### src/sv/rgb2hsl_pkg.sv
package rgb2hsl_pkg;

  localparam int CHANNEL_BITS = 16;
  localparam int HUE_FRAC_BITS = 6;
  localparam int FIELD_BITS = 16;
  localparam int HUE_BITS = 15;

  localparam int SECTOR = 60 << HUE_FRAC_BITS;
  localparam int FULL_TURN = 360 << HUE_FRAC_BITS;
  localparam int SECTOR_BITS = $clog2(SECTOR + 1);
  localparam int HUE_CALC_BITS = $clog2(FULL_TURN + 1);
  localparam int DIV_QUO_BITS = (CHANNEL_BITS > SECTOR_BITS) ? CHANNEL_BITS : SECTOR_BITS;
  localparam int DIV_NUM_BITS = CHANNEL_BITS + DIV_QUO_BITS;

  typedef logic [1:0] sector_t;
  localparam sector_t SEC_RED = 2'd0;
  localparam sector_t SEC_GREEN = 2'd1;
  localparam sector_t SEC_BLUE = 2'd2;

  typedef struct packed {
    logic [FIELD_BITS-1:0] red;
    logic [FIELD_BITS-1:0] green;
    logic [FIELD_BITS-1:0] blue;
    logic [FIELD_BITS-1:0] alpha_in;
  } in_item_t;

  typedef struct packed {
    logic [HUE_BITS-1:0]   hue;
    logic [FIELD_BITS-1:0] saturation;
    logic [FIELD_BITS-1:0] lightness;
    logic [FIELD_BITS-1:0] alpha_out;
  } out_item_t;

endpackage

### src/sv/rgb2hsl_div.sv
module rgb2hsl_div #(
  parameter int DW = 16,
  parameter int QW = 16
) (
  input  logic          clk,
  input  logic [DW+QW-1:0] num,
  input  logic [DW-1:0] den,
  output logic [QW-1:0] quo
);

  logic [DW-1:0] rem_r [QW];
  logic [QW-1:0] low_r [QW];
  logic [QW-1:0] quo_r [QW];
  logic [DW-1:0] den_r [QW];
  logic [DW-1:0] rem_nxt [QW];
  logic [QW-1:0] low_nxt [QW];
  logic [QW-1:0] quo_nxt [QW];
  logic [DW-1:0] den_nxt [QW];

  for (genvar k = 0; k < QW; k++) begin : g_stage
    logic [DW-1:0] src_rem;
    logic [QW-1:0] src_low;
    logic [QW-1:0] src_quo;
    logic [DW-1:0] src_den;
    logic [DW:0]   trial;
    logic [DW+1:0] diff;

    if (k == 0) begin : g_first
      assign src_rem = num[DW+QW-1:QW];
      assign src_low = num[QW-1:0];
      assign src_quo = '0;
      assign src_den = den;
    end else begin : g_next
      assign src_rem = rem_r[k-1];
      assign src_low = low_r[k-1];
      assign src_quo = quo_r[k-1];
      assign src_den = den_r[k-1];
    end

    always_comb begin
      trial = {src_rem, src_low[QW-1]};
      diff = {1'b0, trial} - {2'b00, src_den};
      low_nxt[k] = {src_low[QW-2:0], 1'b0};
      den_nxt[k] = src_den;
      if (!diff[DW+1]) begin
        rem_nxt[k] = diff[DW-1:0];
        quo_nxt[k] = {src_quo[QW-2:0], 1'b1};
      end else begin
        rem_nxt[k] = trial[DW-1:0];
        quo_nxt[k] = {src_quo[QW-2:0], 1'b0};
      end
    end

    always_ff @(posedge clk) begin
      rem_r[k] <= rem_nxt[k];
      low_r[k] <= low_nxt[k];
      quo_r[k] <= quo_nxt[k];
      den_r[k] <= den_nxt[k];
    end
  end

  assign quo = quo_r[QW-1];

endmodule

### src/sv/rgb_to_hsl_converter.sv
// Channel  Ports                      Handshake
// input    start, busy, in_item       taken when start is high and busy is low
// result   out_valid, out_item        strobed for one cycle, always taken
//
// One item enters every cycle; busy stays low.
// The two restoring dividers resolve one quotient bit per pipeline stage; each item
// passes the stage A and B registers, the divider stages and the output register.
// Synchronous reset clears only the valid bits; no clearing pass is needed.
// Items in flight always advance, since the receiver cannot stall.
module rgb_to_hsl_converter (
  input  logic                   clk,
  input  logic                   rst_n,
  input  logic                   start,
  output logic                   busy,
  input  rgb2hsl_pkg::in_item_t  in_item,
  output logic                   out_valid,
  output rgb2hsl_pkg::out_item_t out_item
);

  import rgb2hsl_pkg::*;

  localparam int CH = CHANNEL_BITS;
  localparam int DQ = DIV_QUO_BITS;
  localparam logic [CH-1:0] CH_ONE = '1;
  localparam logic [CH:0] TWO_ONE = {CH_ONE, 1'b0};

  logic          a_vld_r, a_vld_nxt;
  logic [CH-1:0] a_mx_r, a_mx_nxt;
  logic [CH-1:0] a_mn_r, a_mn_nxt;
  logic [CH-1:0] a_mag_r, a_mag_nxt;
  logic          a_neg_r, a_neg_nxt;
  sector_t       a_sec_r, a_sec_nxt;
  logic [FIELD_BITS-1:0] a_alpha_r;

  logic [CH-1:0] r, g, b;
  logic          r_max, g_max;

  always_comb begin
    r = in_item.red[CH-1:0];
    g = in_item.green[CH-1:0];
    b = in_item.blue[CH-1:0];
    a_vld_nxt = start && !busy;
    r_max = (r >= g) && (r >= b);
    g_max = !r_max && (g >= b);
    a_mn_nxt = r;
    if (g < a_mn_nxt) begin
      a_mn_nxt = g;
    end
    if (b < a_mn_nxt) begin
      a_mn_nxt = b;
    end
    if (r_max) begin
      a_sec_nxt = SEC_RED;
      a_mx_nxt = r;
      a_neg_nxt = g < b;
      a_mag_nxt = a_neg_nxt ? (b - g) : (g - b);
    end else if (g_max) begin
      a_sec_nxt = SEC_GREEN;
      a_mx_nxt = g;
      a_neg_nxt = b < r;
      a_mag_nxt = a_neg_nxt ? (r - b) : (b - r);
    end else begin
      a_sec_nxt = SEC_BLUE;
      a_mx_nxt = b;
      a_neg_nxt = r < g;
      a_mag_nxt = a_neg_nxt ? (g - r) : (r - g);
    end
  end

  always_ff @(posedge clk) begin
    if (!rst_n) begin
      a_vld_r <= 1'b0;
    end else begin
      a_vld_r <= a_vld_nxt;
    end
  end

  always_ff @(posedge clk) begin
    a_mx_r <= a_mx_nxt;
    a_mn_r <= a_mn_nxt;
    a_mag_r <= a_mag_nxt;
    a_neg_r <= a_neg_nxt;
    a_sec_r <= a_sec_nxt;
    a_alpha_r <= in_item.alpha_in;
  end

  logic                    b_vld_r;
  logic                    b_grey_r, b_grey_nxt;
  logic                    b_neg_r;
  sector_t                 b_sec_r;
  logic [CH-1:0]           b_light_r, b_light_nxt;
  logic [CH-1:0]           b_den_r, b_den_nxt;
  logic [CH-1:0]           b_spread_r, b_spread_nxt;
  logic [DIV_NUM_BITS-1:0] b_num_s_r, b_num_s_nxt;
  logic [DIV_NUM_BITS-1:0] b_num_h_r, b_num_h_nxt;
  logic [FIELD_BITS-1:0]   b_alpha_r;
  logic [CH:0]             sum;
  logic [CH:0]             den_wide;

  always_comb begin
    sum = {1'b0, a_mx_r} + {1'b0, a_mn_r};
    b_light_nxt = sum[CH:1];
    b_spread_nxt = a_mx_r - a_mn_r;
    b_grey_nxt = a_mx_r == a_mn_r;
    den_wide = (sum > {1'b0, CH_ONE}) ? (TWO_ONE - sum) : sum;
    b_den_nxt = den_wide[CH-1:0];
    b_num_s_nxt = DIV_NUM_BITS'({b_spread_nxt, {CH{1'b0}}}) - DIV_NUM_BITS'(b_spread_nxt);
    b_num_h_nxt = DIV_NUM_BITS'(a_mag_r) * DIV_NUM_BITS'(SECTOR);
  end

  always_ff @(posedge clk) begin
    if (!rst_n) begin
      b_vld_r <= 1'b0;
    end else begin
      b_vld_r <= a_vld_r;
    end
  end

  always_ff @(posedge clk) begin
    b_grey_r <= b_grey_nxt;
    b_neg_r <= a_neg_r;
    b_sec_r <= a_sec_r;
    b_light_r <= b_light_nxt;
    b_den_r <= b_den_nxt;
    b_spread_r <= b_spread_nxt;
    b_num_s_r <= b_num_s_nxt;
    b_num_h_r <= b_num_h_nxt;
    b_alpha_r <= a_alpha_r;
  end

  logic [DQ-1:0] quo_s;
  logic [DQ-1:0] quo_h;

  rgb2hsl_div #(
    .DW(CH),
    .QW(DQ)
  ) u_div_sat (
    .clk(clk),
    .num(b_num_s_r),
    .den(b_den_r),
    .quo(quo_s)
  );

  rgb2hsl_div #(
    .DW(CH),
    .QW(DQ)
  ) u_div_hue (
    .clk(clk),
    .num(b_num_h_r),
    .den(b_spread_r),
    .quo(quo_h)
  );

  logic                  sb_vld_r [DQ];
  logic                  sb_grey_r [DQ];
  logic                  sb_neg_r [DQ];
  sector_t               sb_sec_r [DQ];
  logic [CH-1:0]         sb_light_r [DQ];
  logic [FIELD_BITS-1:0] sb_alpha_r [DQ];

  always_ff @(posedge clk) begin
    if (!rst_n) begin
      for (int k = 0; k < DQ; k++) begin
        sb_vld_r[k] <= 1'b0;
      end
    end else begin
      sb_vld_r[0] <= b_vld_r;
      for (int k = 1; k < DQ; k++) begin
        sb_vld_r[k] <= sb_vld_r[k-1];
      end
    end
  end

  always_ff @(posedge clk) begin
    sb_grey_r[0] <= b_grey_r;
    sb_neg_r[0] <= b_neg_r;
    sb_sec_r[0] <= b_sec_r;
    sb_light_r[0] <= b_light_r;
    sb_alpha_r[0] <= b_alpha_r;
    for (int k = 1; k < DQ; k++) begin
      sb_grey_r[k] <= sb_grey_r[k-1];
      sb_neg_r[k] <= sb_neg_r[k-1];
      sb_sec_r[k] <= sb_sec_r[k-1];
      sb_light_r[k] <= sb_light_r[k-1];
      sb_alpha_r[k] <= sb_alpha_r[k-1];
    end
  end

  logic                     out_vld_r;
  out_item_t                out_item_r, out_item_nxt;
  logic [HUE_CALC_BITS-1:0] q_hue;
  logic [HUE_CALC_BITS-1:0] hue_base;
  logic [HUE_CALC_BITS-1:0] hue_calc;

  always_comb begin
    q_hue = HUE_CALC_BITS'(quo_h[SECTOR_BITS-1:0]);
    unique case (sb_sec_r[DQ-1])
      SEC_RED: begin
        hue_base = sb_neg_r[DQ-1] ? HUE_CALC_BITS'(6 * SECTOR) : '0;
      end
      SEC_GREEN: begin
        hue_base = HUE_CALC_BITS'(2 * SECTOR);
      end
      SEC_BLUE: begin
        hue_base = HUE_CALC_BITS'(4 * SECTOR);
      end
      default: begin
        hue_base = '0;
      end
    endcase
    hue_calc = sb_neg_r[DQ-1] ? (hue_base - q_hue) : (hue_base + q_hue);
    if (hue_calc >= HUE_CALC_BITS'(FULL_TURN)) begin
      hue_calc = HUE_CALC_BITS'(FULL_TURN - 1);
    end
    out_item_nxt.lightness = FIELD_BITS'(sb_light_r[DQ-1]);
    out_item_nxt.alpha_out = sb_alpha_r[DQ-1];
    if (sb_grey_r[DQ-1]) begin
      out_item_nxt.hue = '0;
      out_item_nxt.saturation = '0;
    end else begin
      out_item_nxt.hue = hue_calc[HUE_BITS-1:0];
      out_item_nxt.saturation = FIELD_BITS'(quo_s[CH-1:0]);
    end
  end

  always_ff @(posedge clk) begin
    if (!rst_n) begin
      out_vld_r <= 1'b0;
    end else begin
      out_vld_r <= sb_vld_r[DQ-1];
    end
  end

  always_ff @(posedge clk) begin
    out_item_r <= out_item_nxt;
  end

  assign busy = 1'b0;
  assign out_valid = out_vld_r;
  assign out_item = out_item_r;

`ifndef SYNTH
  a_hue_range: assert property (@(posedge clk) disable iff (!rst_n)
    out_valid |-> (out_item.hue < HUE_BITS'(FULL_TURN)))
    else $error("Hue of a result item reaches a full turn.");

  a_grey_hue: assert property (@(posedge clk) disable iff (!rst_n)
    (out_valid && (out_item.saturation == '0)) |-> (out_item.hue == '0))
    else $error("An item without saturation carries a nonzero hue.");

  a_reset_quiet: assert property (@(posedge clk)
    !rst_n |=> !out_valid)
    else $error("A result strobe follows a reset cycle.");
`endif

endmodule
### config.mk
export PLATFORM = sky130hd
export DESIGN_NAME = rgb_to_hsl_converter
export DESIGN_NICKNAME = d
export VERILOG_FILES = /design/src/sv/rgb2hsl_pkg.sv /design/src/sv/rgb2hsl_div.sv /design/src/sv/rgb_to_hsl_converter.sv
export SDC_FILE = /design/constraint.sdc
export NUM_CORES = 2
export LEC_CHECK = 0
export BUFFER_PORTS_ARGS = -buffer_cell sky130_fd_sc_hd__buf_2
export CORE_ASPECT_RATIO = 0.75
export CORE_MARGIN = 2
export CORE_UTILIZATION = 45
export CTS_CLUSTER_DIAMETER = 50
export DETAILED_ROUTE_END_ITERATION = 10
export SYNTH_ARGS = -nofsm -noshare
export SYNTH_HDL_FRONTEND = slang
export SYNTH_SLANG_ARGS = --single-unit
### constraint.sdc
create_clock -name clk -period 5.07 [get_ports clk]
set_input_delay 0.7605 -clock clk [delete_from_list [all_inputs] [get_ports clk]]
set_output_delay 0.7605 -clock clk [all_outputs]
set_load 0.05 [all_outputs]
==> out/qor.txt <==
Synth top area share: 53.3%
Post-layout nets: 8873
Syn Area/Cell: 10.3 um2
Outcome: complete, no violations
Grt ovf: 0
EDFF count, synth: 0
Startpoint types: flip-flop
Crit-path max FO: 13
Initial antenna violation count: 22
DR vias: 51900
Hold endpoint: a_vld_r
Gpl congestion: 0.878
Slew Viols, Final: 0
CTS root buf: clkbuf_16
Worst reg2reg path depth: 12
CTS sink count: 2135
Worst Skew: 0.0379 ns
Clk_lat worst skew: 0.82 ns
Die Ht: 370 um
RSZ-0062 raised after global routing: no
Post-DR vias/cell: 4.89
Port Buffers: 130
Synth Area in Compound Gates: 13.0%
Area grow syn2layout: 13.9%
Post-Syn Instances: 7771
Sequential area share after synthesis: 53.3%
Post-Synth Adder-Cell Area: 12.2%
Initial Util: 45.2%
Die W: 492 um
Drc violations: 0
Placed insts: 10200
Top-Level Pins: 132
Core ar.: 178000 um2
Area contributors post-synth: dfxtp_1 53%, ha_1 11%, inv_1 4.1%, a21oi_1 3.9%, xnor2_1 3.0%
Share of layout cells above drive strength 1: 10.2%
Main combinational cell family by area after synthesis: compound AO/OA/AOI/OAI gates
Kind of end point of the critical path: flip-flop
Register-to-register setup slack: 0.81 ns
Cts bufs inserted: 205
Top_reg_cell synth: dfxtp_1
Die area: 182000 um2
H-tree levels: 4
Fmax: 0.235 GHz
Row cnt: 134
Critical path required time: 5.70 ns
Setup_tns: 0 ns
Least-Margin Pin Slew: 1.02 ns
Simple-Gate Fraction of Synth Area: 9.45%
Clk slew on worst S/H paths: 0.06 ns
Post-Syn Area: 80200 um2
Post-Synth XOR/XNOR Area: 4.69%
Hold path startpoint: start
Detailed Routing Iterations Pass 1: 7
Synth cell types: 91
Non-Filler Instances: 10600
MaxCap Viol Count: 0
Hpwl dp: 131000 um
Final period util: 84.0%
Routed len/inst: 15.9 um
Vias in the first global route: 50700
Ys Warns: 0
Mux share of post-synthesis cell area: 2.48%
Gr usage total: 18.3%
Post-Route WL: 169000 um
Slew margin rel.: 31.8%
Crit path DAT: 4.89 ns
Reg-to-reg startpoint: a_mn_r[2]
Type of the tightest min-delay check: input port to flip-flop
First-pass GRT wire length: 269000 um
Largest net degree at the start of global routing: 61
Area leader, netlist: dfxtp_1
Clock buffer depth: 3
Post-synth ARST share: 0%
DRT iter0 DRCs: 2545
Final ANT Viol Nets: 0
Final setup fails: 0
End of the worst register-to-register path: b_num_s_r[8]
Fin crit period: 4.26 ns
Hold-critical path depth: 2
Hold Fails Final Rpt: 0
CTS tree: done
#FFs+latches synth: 2135
Crit Path Category: flip-flop to flip-flop
Yosys cell counts (18+ instances only):
master and number:
mux2_2 129, o22ai_1 23, a31o_2 31, nand4_1 18, o211ai_1 36, nand2_1 251, and2_1 38, dfxtp_1 2135
nand3_1 90, a211o_1 20, nand2b_1 106, o21bai_1 52, a21oi_1 629, or3_1 54, nor2b_1 94, and3_1 37
inv_1 878, xnor2_1 273, nor2_1 619, a21boi_0 86, clkbuf_1 113, xor2_1 155, a41o_1 21, ha_1 676
o311a_1 22, a21o_1 57, a31oi_1 54, a211oi_1 69, o21a_1 112, fa_1 67, nor4_1 29, a21bo_2 19
nor3_1 151, a2111oi_0 22, or2_2 54, mux2i_1 54, o21ai_0 339
flip-flops by register name, summed over array words and instances (netlist names), 20 cells and up:
signal,cells
u_div_sat.rem_r,240
sb_sec_r,32
u_div_hue.den_r,225
u_div_sat.quo_r,136
sb_light_r,256
b_num_h_r,20
u_div_hue.rem_r,240
sb_alpha_r,256
u_div_sat.low_r,105
u_div_sat.den_r,240
out_item,63
b_num_s_r,32
u_div_hue.low_r,28
u_div_hue.quo_r,78
timing repair:
item | in CTS | in global routing
gates resized for setup | 0 | 0
buffers inserted | 0 | 0
hold endpoints to repair | 16 | 0
hold buffers | 16 | 0
stage by stage:
stage / cell area (um2) / utilization (%) / setup WS, ns / hold slack, ns
after CTS: 91400 / 51.5 / 0.902 / 0.100
after global routing: 91400 / 51.5 / 0.586 / 0.132
after global placement: 84000 / 47.3 / 0.231 / 0.310
after floorplan: 80200 / - / 0.730 / 0.310
final: 91400 / 51.5 / 0.813 / 0.180
after detailed placement: 84000 / 47.3 / 0.287 / 0.312
worst max-delay path by stage:
stage                            start             to  depth (start not counted)
2_1_floorplan              in_item[32]     a_mn_r[10]                         19
3_3_place_gp               in_item[32]      a_mn_r[5]                         22
3_5_place_dp               in_item[32]      a_mn_r[0]                         22
4_1_cts                     a_mag_r[2]  b_num_h_r[27]                         16
5_1_grt        u_div_hue.quo_r[1][116]   out_item[58]                         15
6_report                     a_mn_r[2]   b_num_s_r[8]                         12
worst max-delay path, cell delays in order (launching register included):
cell and delay, ns:
dfxtp_1 0.42, inv_1 0.07, ha_1 0.46, o21a_1 0.24
o31a_1 0.15, o221a_2 0.31, nor3_1 0.79, or3_1 0.28
or4_1 0.23, nor3_2 0.12, nand2_1 0.18, nand3b_1 0.14
a21boi_0 0.69
kinds of logic after synthesis:
family                   Yosys count
multiplexers                     183
AO/OA/AOI/OAI                   1674
XOR/XNOR                         429
flip-flops                      2135
adder cells (fa/ha/maj)          743
other                              1
buffers and inverters           1018
AND/OR/NAND/NOR                 1588
metal layers:
layer | wire length (um) | GRT usage [%]
met1 | 81500 | 24.6
met2 | 76800 | 30.3
met3 | 6960 | 3.32
met4 | 3750 | 4.86
met5 | 58 | 0
cells in the final DEF (no fill, tap or decap), types with 37 or more instances in the layout:
cell type  instances
a211oi_1          69
a21boi_0          86
a21o_1            57
a21oi_1          611
a31oi_1           54
and2_1            38
and3_1            37
buf_2            130
buf_4             75
clkbuf_16        207
clkinv_2          40
dfxtp_1         2135
fa_1              67
ha_1             676
inv_1            878
mux2_2           129
mux2i_1           54
nand2_1          251
nand2b_1         106
nand3_1           90
nor2_1           619
nor2b_1           94
nor3_1           151
o21a_1           112
o21ai_0          339
o21bai_1          52
or2_2             54
or3_1             54
xnor2_1          273
xor2_1           155
area by class of cell:
class | instances | area [um2]
multi-input combinational | 4619 | 33700
clock inverter | 122 | 1590
clock buffer | 261 | 5650
sequential | 2135 | 42700
fill | 15800 | 86100
timing repair buffer | 224 | 1430
antenna | 5 | 12.5
tap | 2380 | 2980
inverter | 878 | 3300
Power is left out: the tool's default activity adds up to more than one toggle a clock period on the data nets, which glitch-free logic cannot reach.
